## src/psos_pkg.sv

```systemverilog
// Shared types and constants for the popcount search-order sequencer.
`timescale 1ns / 1ps
`default_nettype none

package psos_pkg;

  // Popcount bins, counters and bound fields
  localparam int unsigned PopW = 11;
  // Threshold is Q0.16 with one extra bit so that 1.0 is representable
  localparam int unsigned FracW = 16;
  localparam int unsigned ThrW = FracW + 1;
  // Product width of a threshold and a popcount
  localparam int unsigned ProdW = ThrW + PopW;
  // Default fingerprint bit count and index width
  localparam int unsigned MaxBits = 1024;
  localparam int unsigned IndexBits = 24;

  // Configuration port
  localparam int unsigned CfgIdxW = 1;
  localparam int unsigned CfgDataW = ThrW;
  localparam logic [CfgIdxW-1:0] CfgThreshold = 1'b0;
  localparam logic [CfgIdxW-1:0] CfgMaxPopcount = 1'b1;

  // Reset value of the largest bin, the bit count kept to the bin width
  localparam logic [PopW-1:0] MaxPopReset = PopW'(MaxBits);

  typedef enum logic [1:0] {
    ModeStart = 2'd0,
    ModeNext  = 2'd1,
    ModeCheck = 2'd2,
    ModeNop   = 2'd3
  } mode_e;

  typedef enum logic [1:0] {
    DirBoth = 2'd0,
    DirUp   = 2'd1,
    DirDown = 2'd2,
    DirDone = 2'd3
  } dir_e;

endpackage

`default_nettype wire

```

## src/popcount_search_order_sequencer.sv

```systemverilog
// Top level: Tanimoto popcount-bin search-order sequencer with range clamping.
`timescale 1ns / 1ps
`default_nettype none

// Channel   | Direction | Handshake            | Payload
// ----------+-----------+----------------------+---------------------------------------
// in        | input     | in_valid_i/in_stall_o   | mode, query popcount, range, window
// out       | output    | out_valid_o/out_stall_i | step_ok, bin, bound, clamped range
// cfg       | input     | cfg_we_i                | cfg_index_i, cfg_data_i
//
// One item per cycle sustained while the output is not stalled; each item passes the input
// register, then the result register. The four products (q*q against down*up, and the two
// threshold cross-products) are formed side by side in the one stage.
// Reset clears the direction to finished, the counters to zero, the
// threshold to zero and the largest bin to the fingerprint bit count.
// A stalled result holds the result register; the input register keeps
// taking transfers until it too is full.
module popcount_search_order_sequencer #(
  parameter int unsigned INDEX_BITS = psos_pkg::IndexBits
) (
  input  wire                            clk_i,
  input  wire                            rst_ni,
  // configuration
  input  wire                            cfg_we_i,
  input  wire [psos_pkg::CfgIdxW-1:0]    cfg_index_i,
  input  wire [psos_pkg::CfgDataW-1:0]   cfg_data_i,
  // input channel
  input  wire                            in_valid_i,
  output logic                           in_stall_o,
  input  wire [1:0]                      mode_i,
  input  wire [psos_pkg::PopW-1:0]       qry_pop_i,
  input  wire [INDEX_BITS-1:0]           range_start_i,
  input  wire [INDEX_BITS-1:0]           range_end_i,
  input  wire [INDEX_BITS-1:0]           window_start_i,
  input  wire [INDEX_BITS-1:0]           window_end_i,
  // output channel
  output logic                           out_valid_o,
  input  wire                            out_stall_i,
  output logic                           step_ok_o,
  output logic [psos_pkg::PopW-1:0]      bin_popcount_o,
  output logic [psos_pkg::PopW-1:0]      bound_num_o,
  output logic [psos_pkg::PopW-1:0]      bound_den_o,
  output logic [INDEX_BITS-1:0]          clamped_start_o,
  output logic [INDEX_BITS-1:0]          clamped_end_o,
  output logic                           finished_o
);

  localparam int unsigned PopW  = psos_pkg::PopW;
  localparam int unsigned ThrW  = psos_pkg::ThrW;
  localparam int unsigned ProdW = psos_pkg::ProdW;
  localparam int unsigned FracW = psos_pkg::FracW;

  // Close the upward direction
  function automatic psos_pkg::dir_e close_up(input psos_pkg::dir_e dir);
    psos_pkg::dir_e res;
    res = dir;
    if (dir == psos_pkg::DirBoth) res = psos_pkg::DirDown;
    else if (dir == psos_pkg::DirUp) res = psos_pkg::DirDone;
    return res;
  endfunction

  // Close the downward direction
  function automatic psos_pkg::dir_e close_down(input psos_pkg::dir_e dir);
    psos_pkg::dir_e res;
    res = dir;
    if (dir == psos_pkg::DirBoth) res = psos_pkg::DirUp;
    else if (dir == psos_pkg::DirDown) res = psos_pkg::DirDone;
    return res;
  endfunction

  // Configuration registers
  logic [ThrW-1:0] thr_q;
  logic [PopW-1:0] max_pop_q;

  // Search state
  psos_pkg::dir_e  dir_q, dir_d;
  logic [PopW-1:0] query_q, query_d;
  logic [PopW-1:0] up_q, up_d;
  logic [PopW:0]   down_q, down_d;   // two's complement, reaches -1

  // Input register
  logic                  in_valid_q;
  psos_pkg::mode_e       mode_q;
  logic [PopW-1:0]       qpop_q;
  logic [INDEX_BITS-1:0] rs_q, re_q, ws_q, we_q;

  // Result register
  logic                  out_valid_q;
  logic                  ok_q, ok_d;
  logic [PopW-1:0]       bin_q, bin_d;
  logic [PopW-1:0]       num_q, num_d;
  logic [PopW-1:0]       den_q, den_d;
  logic [INDEX_BITS-1:0] cs_q, cs_d;
  logic [INDEX_BITS-1:0] ce_q, ce_d;
  logic                  fin_q;

  // Handshake
  logic advance;
  logic in_take;

  assign advance    = in_valid_q && !(out_valid_q && out_stall_i);
  assign in_take    = in_valid_i && !in_stall_o;
  assign in_stall_o = in_valid_q && !advance;

  // Pending downward bin, never below zero
  logic [PopW-1:0] down_bin;
  assign down_bin = down_q[PopW] ? '0 : down_q[PopW-1:0];

  // Ordering products: q*q against down*up
  logic [2*PopW-1:0] qq_prod, du_prod;
  assign qq_prod = {{PopW{1'b0}}, query_q} * {{PopW{1'b0}}, query_q};
  assign du_prod = {{PopW{1'b0}}, down_bin} * {{PopW{1'b0}}, up_q};

  // Threshold cross-products for both candidate bounds
  logic [ProdW-1:0] up_thr_prod, dn_thr_prod;
  logic [ProdW-1:0] up_scaled, dn_scaled;
  logic             up_below, dn_below;

  assign up_thr_prod = {{PopW{1'b0}}, thr_q} * {{ThrW{1'b0}}, up_q};
  assign dn_thr_prod = {{PopW{1'b0}}, thr_q} * {{ThrW{1'b0}}, query_q};
  assign up_scaled   = {1'b0, query_q, {FracW{1'b0}}};
  assign dn_scaled   = {1'b0, down_bin, {FracW{1'b0}}};
  // A zero denominator always passes
  assign up_below    = (up_q != '0) && (up_scaled < up_thr_prod);
  assign dn_below    = (query_q != '0) && (dn_scaled < dn_thr_prod);

  // Work out one item and the next state
  logic           take_up;
  psos_pkg::dir_e dir_step;
  psos_pkg::dir_e dir_lo;

  always_comb begin
    dir_d    = dir_q;
    query_d  = query_q;
    up_d     = up_q;
    down_d   = down_q;
    ok_d     = 1'b0;
    bin_d    = '0;
    num_d    = '0;
    den_d    = '0;
    cs_d     = '0;
    ce_d     = '0;
    take_up  = 1'b0;
    dir_step = dir_q;
    dir_lo   = dir_q;
    unique case (mode_q)
      psos_pkg::ModeStart: begin
        query_d = qpop_q;
        up_d    = qpop_q;
        if (qpop_q <= PopW'(1)) begin
          dir_d  = psos_pkg::DirUp;
          down_d = '0;
        end else begin
          dir_d  = psos_pkg::DirBoth;
          down_d = {1'b0, qpop_q} - (PopW+1)'(1);
        end
        ok_d  = 1'b1;
        bin_d = qpop_q;
      end
      psos_pkg::ModeNext: begin
        if (dir_q != psos_pkg::DirDone) begin
          if (dir_q == psos_pkg::DirBoth) take_up = (up_q == '0) || (qq_prod >= du_prod);
          else take_up = (dir_q == psos_pkg::DirUp);
          if (take_up) begin
            bin_d = up_q;
            num_d = query_q;
            den_d = up_q;
            up_d  = up_q + PopW'(1);
            if (up_q >= max_pop_q) dir_step = close_up(dir_q);
          end else begin
            bin_d  = down_bin;
            num_d  = down_bin;
            den_d  = query_q;
            down_d = {1'b0, down_bin} - (PopW+1)'(1);
            // stepping past bin zero ends the downward run
            if (down_bin == '0) dir_step = close_down(dir_q);
          end
          if (take_up ? up_below : dn_below) begin
            dir_d = psos_pkg::DirDone;
          end else begin
            dir_d = dir_step;
            ok_d  = 1'b1;
          end
        end
      end
      psos_pkg::ModeCheck: begin
        if (rs_q > we_q) begin
          dir_d = close_up(dir_q);
        end else if (re_q < ws_q) begin
          dir_d = close_down(dir_q);
        end else begin
          // clamp each end to the window and close that side
          cs_d = rs_q;
          ce_d = re_q;
          if (rs_q < ws_q) begin
            dir_lo = close_up(dir_q);
            cs_d   = ws_q;
          end
          dir_d = dir_lo;
          if (re_q > we_q) begin
            dir_d = close_down(dir_lo);
            ce_d  = we_q;
          end
          ok_d = 1'b1;
        end
      end
      psos_pkg::ModeNop: begin
      end
      default: begin
      end
    endcase
  end

  // Configuration writes
  always_ff @(posedge clk_i or negedge rst_ni) begin
    if (!rst_ni) begin
      thr_q     <= '0;
      max_pop_q <= psos_pkg::MaxPopReset;
    end else if (cfg_we_i) begin
      if (cfg_index_i == psos_pkg::CfgThreshold) thr_q <= cfg_data_i[ThrW-1:0];
      if (cfg_index_i == psos_pkg::CfgMaxPopcount) max_pop_q <= cfg_data_i[PopW-1:0];
    end
  end

  // Search state: advance with each item leaving the input register
  always_ff @(posedge clk_i or negedge rst_ni) begin
    if (!rst_ni) begin
      dir_q   <= psos_pkg::DirDone;
      query_q <= '0;
      up_q    <= '0;
      down_q  <= '0;
    end else if (advance) begin
      dir_q   <= dir_d;
      query_q <= query_d;
      up_q    <= up_d;
      down_q  <= down_d;
    end
  end

  // Input register valid
  always_ff @(posedge clk_i or negedge rst_ni) begin
    if (!rst_ni) begin
      in_valid_q <= 1'b0;
    end else if (in_take) begin
      in_valid_q <= 1'b1;
    end else if (advance) begin
      in_valid_q <= 1'b0;
    end
  end

  // Input register payload
  always_ff @(posedge clk_i) begin
    if (in_take) begin
      mode_q <= psos_pkg::mode_e'(mode_i);
      qpop_q <= qry_pop_i;
      rs_q   <= range_start_i;
      re_q   <= range_end_i;
      ws_q   <= window_start_i;
      we_q   <= window_end_i;
    end
  end

  // Result register valid: hold while stalled, drop once transferred
  always_ff @(posedge clk_i or negedge rst_ni) begin
    if (!rst_ni) begin
      out_valid_q <= 1'b0;
    end else if (advance) begin
      out_valid_q <= 1'b1;
    end else if (!out_stall_i) begin
      out_valid_q <= 1'b0;
    end
  end

  // Result register payload
  always_ff @(posedge clk_i) begin
    if (advance) begin
      ok_q  <= ok_d;
      bin_q <= bin_d;
      num_q <= num_d;
      den_q <= den_d;
      cs_q  <= cs_d;
      ce_q  <= ce_d;
      fin_q <= (dir_d == psos_pkg::DirDone);
    end
  end

  assign out_valid_o     = out_valid_q;
  assign step_ok_o       = ok_q;
  assign bin_popcount_o  = bin_q;
  assign bound_num_o     = num_q;
  assign bound_den_o     = den_q;
  assign clamped_start_o = cs_q;
  assign clamped_end_o   = ce_q;
  assign finished_o      = fin_q;

endmodule

`default_nettype wire

```

## config.mk

```make
export PLATFORM = sky130hd
export DESIGN_NAME = popcount_search_order_sequencer
export DESIGN_NICKNAME = d
export VERILOG_FILES = /design/src/psos_pkg.sv /design/src/popcount_search_order_sequencer.sv
export SDC_FILE = /design/constraint.sdc
export NUM_CORES = 2
export LEC_CHECK = 0
export BUFFER_PORTS_ARGS = -buffer_cell sky130_fd_sc_hd__buf_2
export CORE_MARGIN = 5
export CORE_UTILIZATION = 50
export DETAILED_ROUTE_END_ITERATION = 8
export PLACE_DENSITY_LB_ADDON = 0.25
export SLEW_MARGIN = 40
export SYNTH_ARGS = -nofsm -noshare
export SYNTH_HDL_FRONTEND = slang
export SYNTH_SLANG_ARGS = --single-unit
```

## constraint.sdc

```tcl
create_clock -name clk_i -period 10 [get_ports clk_i]
set_input_delay 0.5 -clock clk_i [delete_from_list [all_inputs] [get_ports clk_i]]
set_output_delay 0.5 -clock clk_i [all_outputs]
set_load 0.01 [all_outputs]
```

## Word level (Yosys, flattened, before mapping)

Cells that the tools add are included.
Widths: inputs -> output; s select.

| storage, ports and cells | value |
|---|---|
| output and inout port bits | 85 |
| bits of input ports | 132 |
| bits in registers | 258 |

| operators by class | value |
|---|---|
| equal/unequal tests | 11 |
| magnitude comparators | 9 |
| bitwise gates (word level) | 2 |
| reduce and logical (&&, ||, !) cells | 26 |
| mux-type cells | 48 |
| $mul | 4 |
| $add $sub $neg | 3 |

Operator list:

| operator | number |
|---|---|
| $mux 11 | 7 |
| $lt 27x28->1 | 2 |
| $mul 17x11->28 | 2 |
| $gt 24x24->1 | 2 |
| $lt 24x24->1 | 2 |
| $mux 24 | 2 |
| $mul 11x11->22 | 2 |
| $pmux 11 s2 | 2 |
| $mux 12 | 3 |
| $mux 2 | 18 |
| $pmux 12 s2 | 1 |
| $sub 11x1->12 const B | 2 |
| $ge 22x22->1 | 1 |
| $logic_not 11->1 | 2 |
| $reduce_bool 11->1 | 2 |
| $mux 1 | 13 |
| $add 11x1->11 const B | 1 |
| $ge 11x11->1 | 1 |
| $le 11x1->1 const B | 1 |
| $eq 2x2->1 const B | 4 |
| $reduce_and 2->1 | 4 |
| $reduce_and 4->1 | 2 |
| $logic_and 1x1->1 | 6 |
| $logic_not 2->1 | 3 |
| 10 further kinds | 18 |

## Depth between registers and ports, before layout

| logic depth | value |
|---|---|
| depth after elaboration | 15 |
| depth in mapped cells | 36 |

## Least setup slack after synthesis

No wires, ideal clock.

| timing path | value |
|---|---|
| path type | flip-flop to flip-flop |
| start point | register up_q[3] |
| end point | register fin_q (netlist: finished_o), data pin |
| stages on the path, launching flop included | 35 |
| clock period less this slack | 7.752 ns |
| setup slack | 2.248 ns |
| data arrival time | 7.495 ns |
| library setup time | 0.258 ns |
| data required time | 9.742 ns |
| cells stage by stage | dfrtp_1 buf_2 clkbuf_1 clkbuf_1 nand2_1 fa_1 inv_1 fa_1 inv_1 fa_1 inv_1 fa_1 inv_1 fa_1 inv_1 ha_1 o21a_1 o211a_1 nand3_1 o21ai_0 o21ba_1 or2b_1 a21oi_1 xor2_1 ha_1 nand4_1 a2111oi_0 nand3_1 nor4_1 nand4_1 nor4_1 a41oi_1 a22o_1 or2_1 o221a_1 |

| between the ends | value |
|---|---|
| cells in the longest elaborated chain, start to end | 11 |
| elaborated cells between the ends (all ways) | 19 |
| classes of those cells | 2 x mul; 3 x order compare; 1 x eq/ne; 9 x mux; 4 x reduce/logical |

RTL lines:

| what | RTL line | text |
|---|---|---|
| start: declaration | popcount_search_order_sequencer.sv:78 | `logic [PopW-1:0] up_q, up_d;` |
| start signal: assignment | popcount_search_order_sequencer.sv:235 | `up_q <= up_d;` |
| $mul 11x11->22 | popcount_search_order_sequencer.sv:112 | `assign du_prod = {{PopW{1'b0}}, down_bin} * {{PopW{1'b0}}, up_q};` |
| $ge 22x22->1 | popcount_search_order_sequencer.sv:162 | `if (dir_q == psos_pkg::DirBoth) take_up = (up_q == '0) \|\| (qq_prod >= du_prod);` |
| $logic_or 1x1->1 | popcount_search_order_sequencer.sv:162 |  |
| $mux 1 | popcount_search_order_sequencer.sv:162 |  |
| $mux 1 | popcount_search_order_sequencer.sv:161 | `if (dir_q != psos_pkg::DirDone) begin` |
| $mux 1 | popcount_search_order_sequencer.sv:146 | `unique case (mode_q)` |
| $mux 2 / $mux 1 (equally long branches) | popcount_search_order_sequencer.sv:164, popcount_search_order_sequencer.sv:178 |  |
| $mux 2 (*) | popcount_search_order_sequencer.sv:178 | `if (take_up ? up_below : dn_below) begin` |
| $mux 2 (*) | popcount_search_order_sequencer.sv:161 |  |
| $pmux 2 s3 (*) | popcount_search_order_sequencer.sv:146 |  |
| $eq 2x2->1 (*) | popcount_search_order_sequencer.sv:283 | `fin_q <= (dir_d == psos_pkg::DirDone);` |
| end signal: assignment | popcount_search_order_sequencer.sv:283 |  |
| end: declaration | popcount_search_order_sequencer.sv:95 | `logic fin_q;` |

Every way passes the cells marked *; elsewhere a longest branch is shown, timed or not. The select of a mux whose other input is x is not followed.
A chain may end at the register's enable or synchronous reset.

## Worst setup path after layout

| timing path | value |
|---|---|
| start point | register up_q[10] |
| end point | register fin_q (netlist: finished_o), data pin |

Same word-level chain as after synthesis.

==> results by group <==
Timing
  • Final WS setup: about 850 ps
  • RSZ-0062 raised after global routing: no
  • Final Hold Violating Endpoints: 0
  • Max Slew Vio Count: 0
  • Final period util: around 92%
  • Slew @ Worst Pin: ~900 ps
  • Final Skew: between 10 and 15 ps
  • Max frequency: approximately 0.11 GHz
  • Fin Hold WS: between 100 and 150 ps
  • Final setup viols: 0
  • Min Tclk post-route: roughly 9000 ps
  • Slew margin rel.: between 30% and 40%
  • Total negative setup slack: 0 ps

Placement
  • Placement Cell Area: between 30000 and 40000 um2
  • Post-DP HPWL: slightly below 70 mm
  • I/O Buffers: about 220
  • Routability congestion estimate: about 0.9
  • DP Worst Slack: approximately 1000 ps

Logic synthesis
  • Synthesized Nets: 4481
  • Ys flop type: edfxtp_1
  • Syn Area/Cell: approximately 9.4 um2
  • Ys Warns: 0
  • Post-synth ARST share: between 20% and 30%
  • Distinct cells, synth: 89
  • Synthesized instance count: 3540
  • Top post-synthesis cells by area: fa_1, edfxtp_1, ha_1
  • FF+latch count, synth: 258
  • Post-synth EDFFs: 192
  • Yosys top cell by area: fa_1
  • Post-synth top area share: around a quarter
  • Sequential share of the synthesized area: around 22%
  • Mapped Area: approximately 33000 um2

Global route
  • Global-route wire length before repair: approximately 140 mm
  • Initial antenna violation count: 8
  • Vias in the first global route: 25600
  • GRT overflow: 0
  • Pin count of the biggest net entering global routing: 71
  • GRT Total Usage: between 20% and 30%

Floorplan
  • Row count: between 90 and 100
  • Top Ports: 217
  • Die area: 71800 um2
  • Initial Utilization: 50.5%
  • Chip width: 268 um
  • CORE AREA: between 60000 and 70000 um2
  • Die height: between 200 and 300 um

Critical path
  • Most used cell, CP: fa_1
  • Worst EP arrival: 9470 ps
  • Reg-to-Reg End: finished_o
  • Worst path max stage delay: slightly below 900 ps
  • Worst EP required: 10310 ps
  • Kind of critical path: flop to flop
  • R2r worst-path depth: 29
  • Setup crit end: finished_o
  • Slowest-stage cell, CP: dfrtp_1
  • CP startpoint: up_q[10]
  • Crit path max fanout: 20
  • Worst setup SP type: flop
  • Worst r2r src: up_q[10]
  • CP endpoint kind: flop
  • Reg2Reg Setup Slack: approximately 850 ps

Clock tree
  • Root Driver: clkbuf_16
  • H-tree depth: 1
  • Clk_lat worst skew: 560 ps
  • CTS tree: yes
  • Reg clk slew, reported paths: 70 ps
  • Clk buf depth: 3
  • CTS Sinks: 258
  • CTS buffer count: 25
  • PostCTS Resize Cnt: 0

Finish
  • Most frequent cells in the layout: inv_1, fa_1, ha_1
  • Layout area overhead: 8.70%
  • Post-route cell area: roughly 36000 um2
  • Share of cells above drive strength 1: 11.1%
  • Fin nets: between 4000 and 5000
  • Most common cell after layout, fill and taps aside: inv_1

Run status
  • Status: completed

Routing
  • Avg Vias per Cell: 5.53
  • Routed WL: between 80 and 90 mm
  • First-pass iteration count of the detailed router: 5
  • DR iter-0 viols: between 1500 and 2000
  • Post-route ant nets: 0
  • DRC errors left: 0
  • Per-cell routed wire length: 19.5 um
  • Vias post-DR: ~25000

Run
  • Max_cap viols: 0

Worst hold path
  • Hold crit path type: input port to flop
[cell usage after synthesis, drive strengths merged, types with 27 or more instances]
cell type / number
a21oi: 168
clkbuf: 137
nand2: 384
nand3: 41
ha: 398
and2: 255
dfrtp: 63
mux2: 43
xor2: 31
o21ai: 101
mux2i: 27
xnor2: 48
a21o: 38
nor2: 199
inv: 619
nor3: 43
nand2b: 29
fa: 411
nor2b: 34
edfxtp: 192
[critical path, delay by kind of cell, from the launching register on]
kind | cells | cell delay (ps)
xor+xnor | 1 | 140
flops | 1 | 870
buf+inv | 3 | 170
fa+ha+maj | 7 | 3380
compound gates | 9 | 2590
simple gates | 9 | 1740
[layout make-up]
| type | count | area (um2) |
|---|---|---|
| Fill cell | 5995 | 29700 |
| Multi-Input combinational cell | 2498 | 22900 |
| Sequential cell | 258 | 7440 |
| Inverter | 622 | 2340 |
| Timing Repair Buffer | 276 | 1570 |
| Tap cell | 864 | 1080 |
| Clock buffer | 31 | 658 |
| Clock inverter | 14 | 144 |
| Antenna cell | 8 | 20.0 |
[state kept, by name, summed over array words and instances (netlist names), 2 cells and up]
register / count
bin_popcount_o: 11
bound_den_o: 11
bound_num_o: 11
clamped_end_o: 24
clamped_start_o: 24
dir_q: 2
down_q: 12
max_pop_q: 11
mode_q: 2
qpop_q: 11
query_q: 11
re_q: 24
rs_q: 24
thr_q: 17
up_q: 11
we_q: 24
ws_q: 24
[repair_timing]
| item | CTS | global route |
|---|---|---|
| setup buffers | 0 | 0 |
| hold endpoints to repair | 34 | 0 |
| hold buffers | 1 | 0 |
| setup endpoints to repair | 0 | 0 |
[metal layers]
| layer | routed length [um] | up-vias | GRT usage, % |
|---|---|---|---|
| li1 | - | 11700 | - |
| met1 | 38300 | 12500 | 34.6 |
| met2 | 42900 | 854 | 40.9 |
| met3 | 5910 | 136 | 3.09 |
| met4 | 2230 | 0 | 5.95 |
| met5 | 0 | - | 0 |
[metrics by stage]
stage / utilization, % / cells
6_report: 54.9 / 4571
5_1_grt: 54.9 / 4571
4_1_cts: 54.9 / 4563
3_5_place_dp: 53.6 / 4517
3_3_place_gp: 53.6 / 4517
2_1_floorplan: - / 3540
[worst min-delay path by stage]
| stage | cells past startpoint | startpoint | end | slack [ps] |
|---|---|---|---|---|
| final | 1 | range_end_i[2] | re_q[2] | 110 |
| after CTS | 1 | range_end_i[2] | re_q[2] | 90 |
| after global routing | 1 | range_start_i[7] | rs_q[7] | 90 |
| after floorplan | 0 | rst_ni | down_q[0] | 200 |
| after global placement | 1 | in_valid_q | out_valid_o | 470 |
| after detailed placement | 1 | in_valid_q | out_valid_o | 470 |
[cell families after synthesis]
kind of cell	after synthesis	synth area share, %
AO/OA/AOI/OAI	467	9.08
XOR/XNOR	79	2.08
adder cells (fa/ha/maj)	809	39.7
buffers and inverters	784	8.93
flip-flops	258	22.3
multiplexers	70	2.28
AND/OR/NAND/NOR	1073	15.7
Power is not shown: default switching activity piles up to over one toggle a cycle in this logic, so the estimate is an artifact.
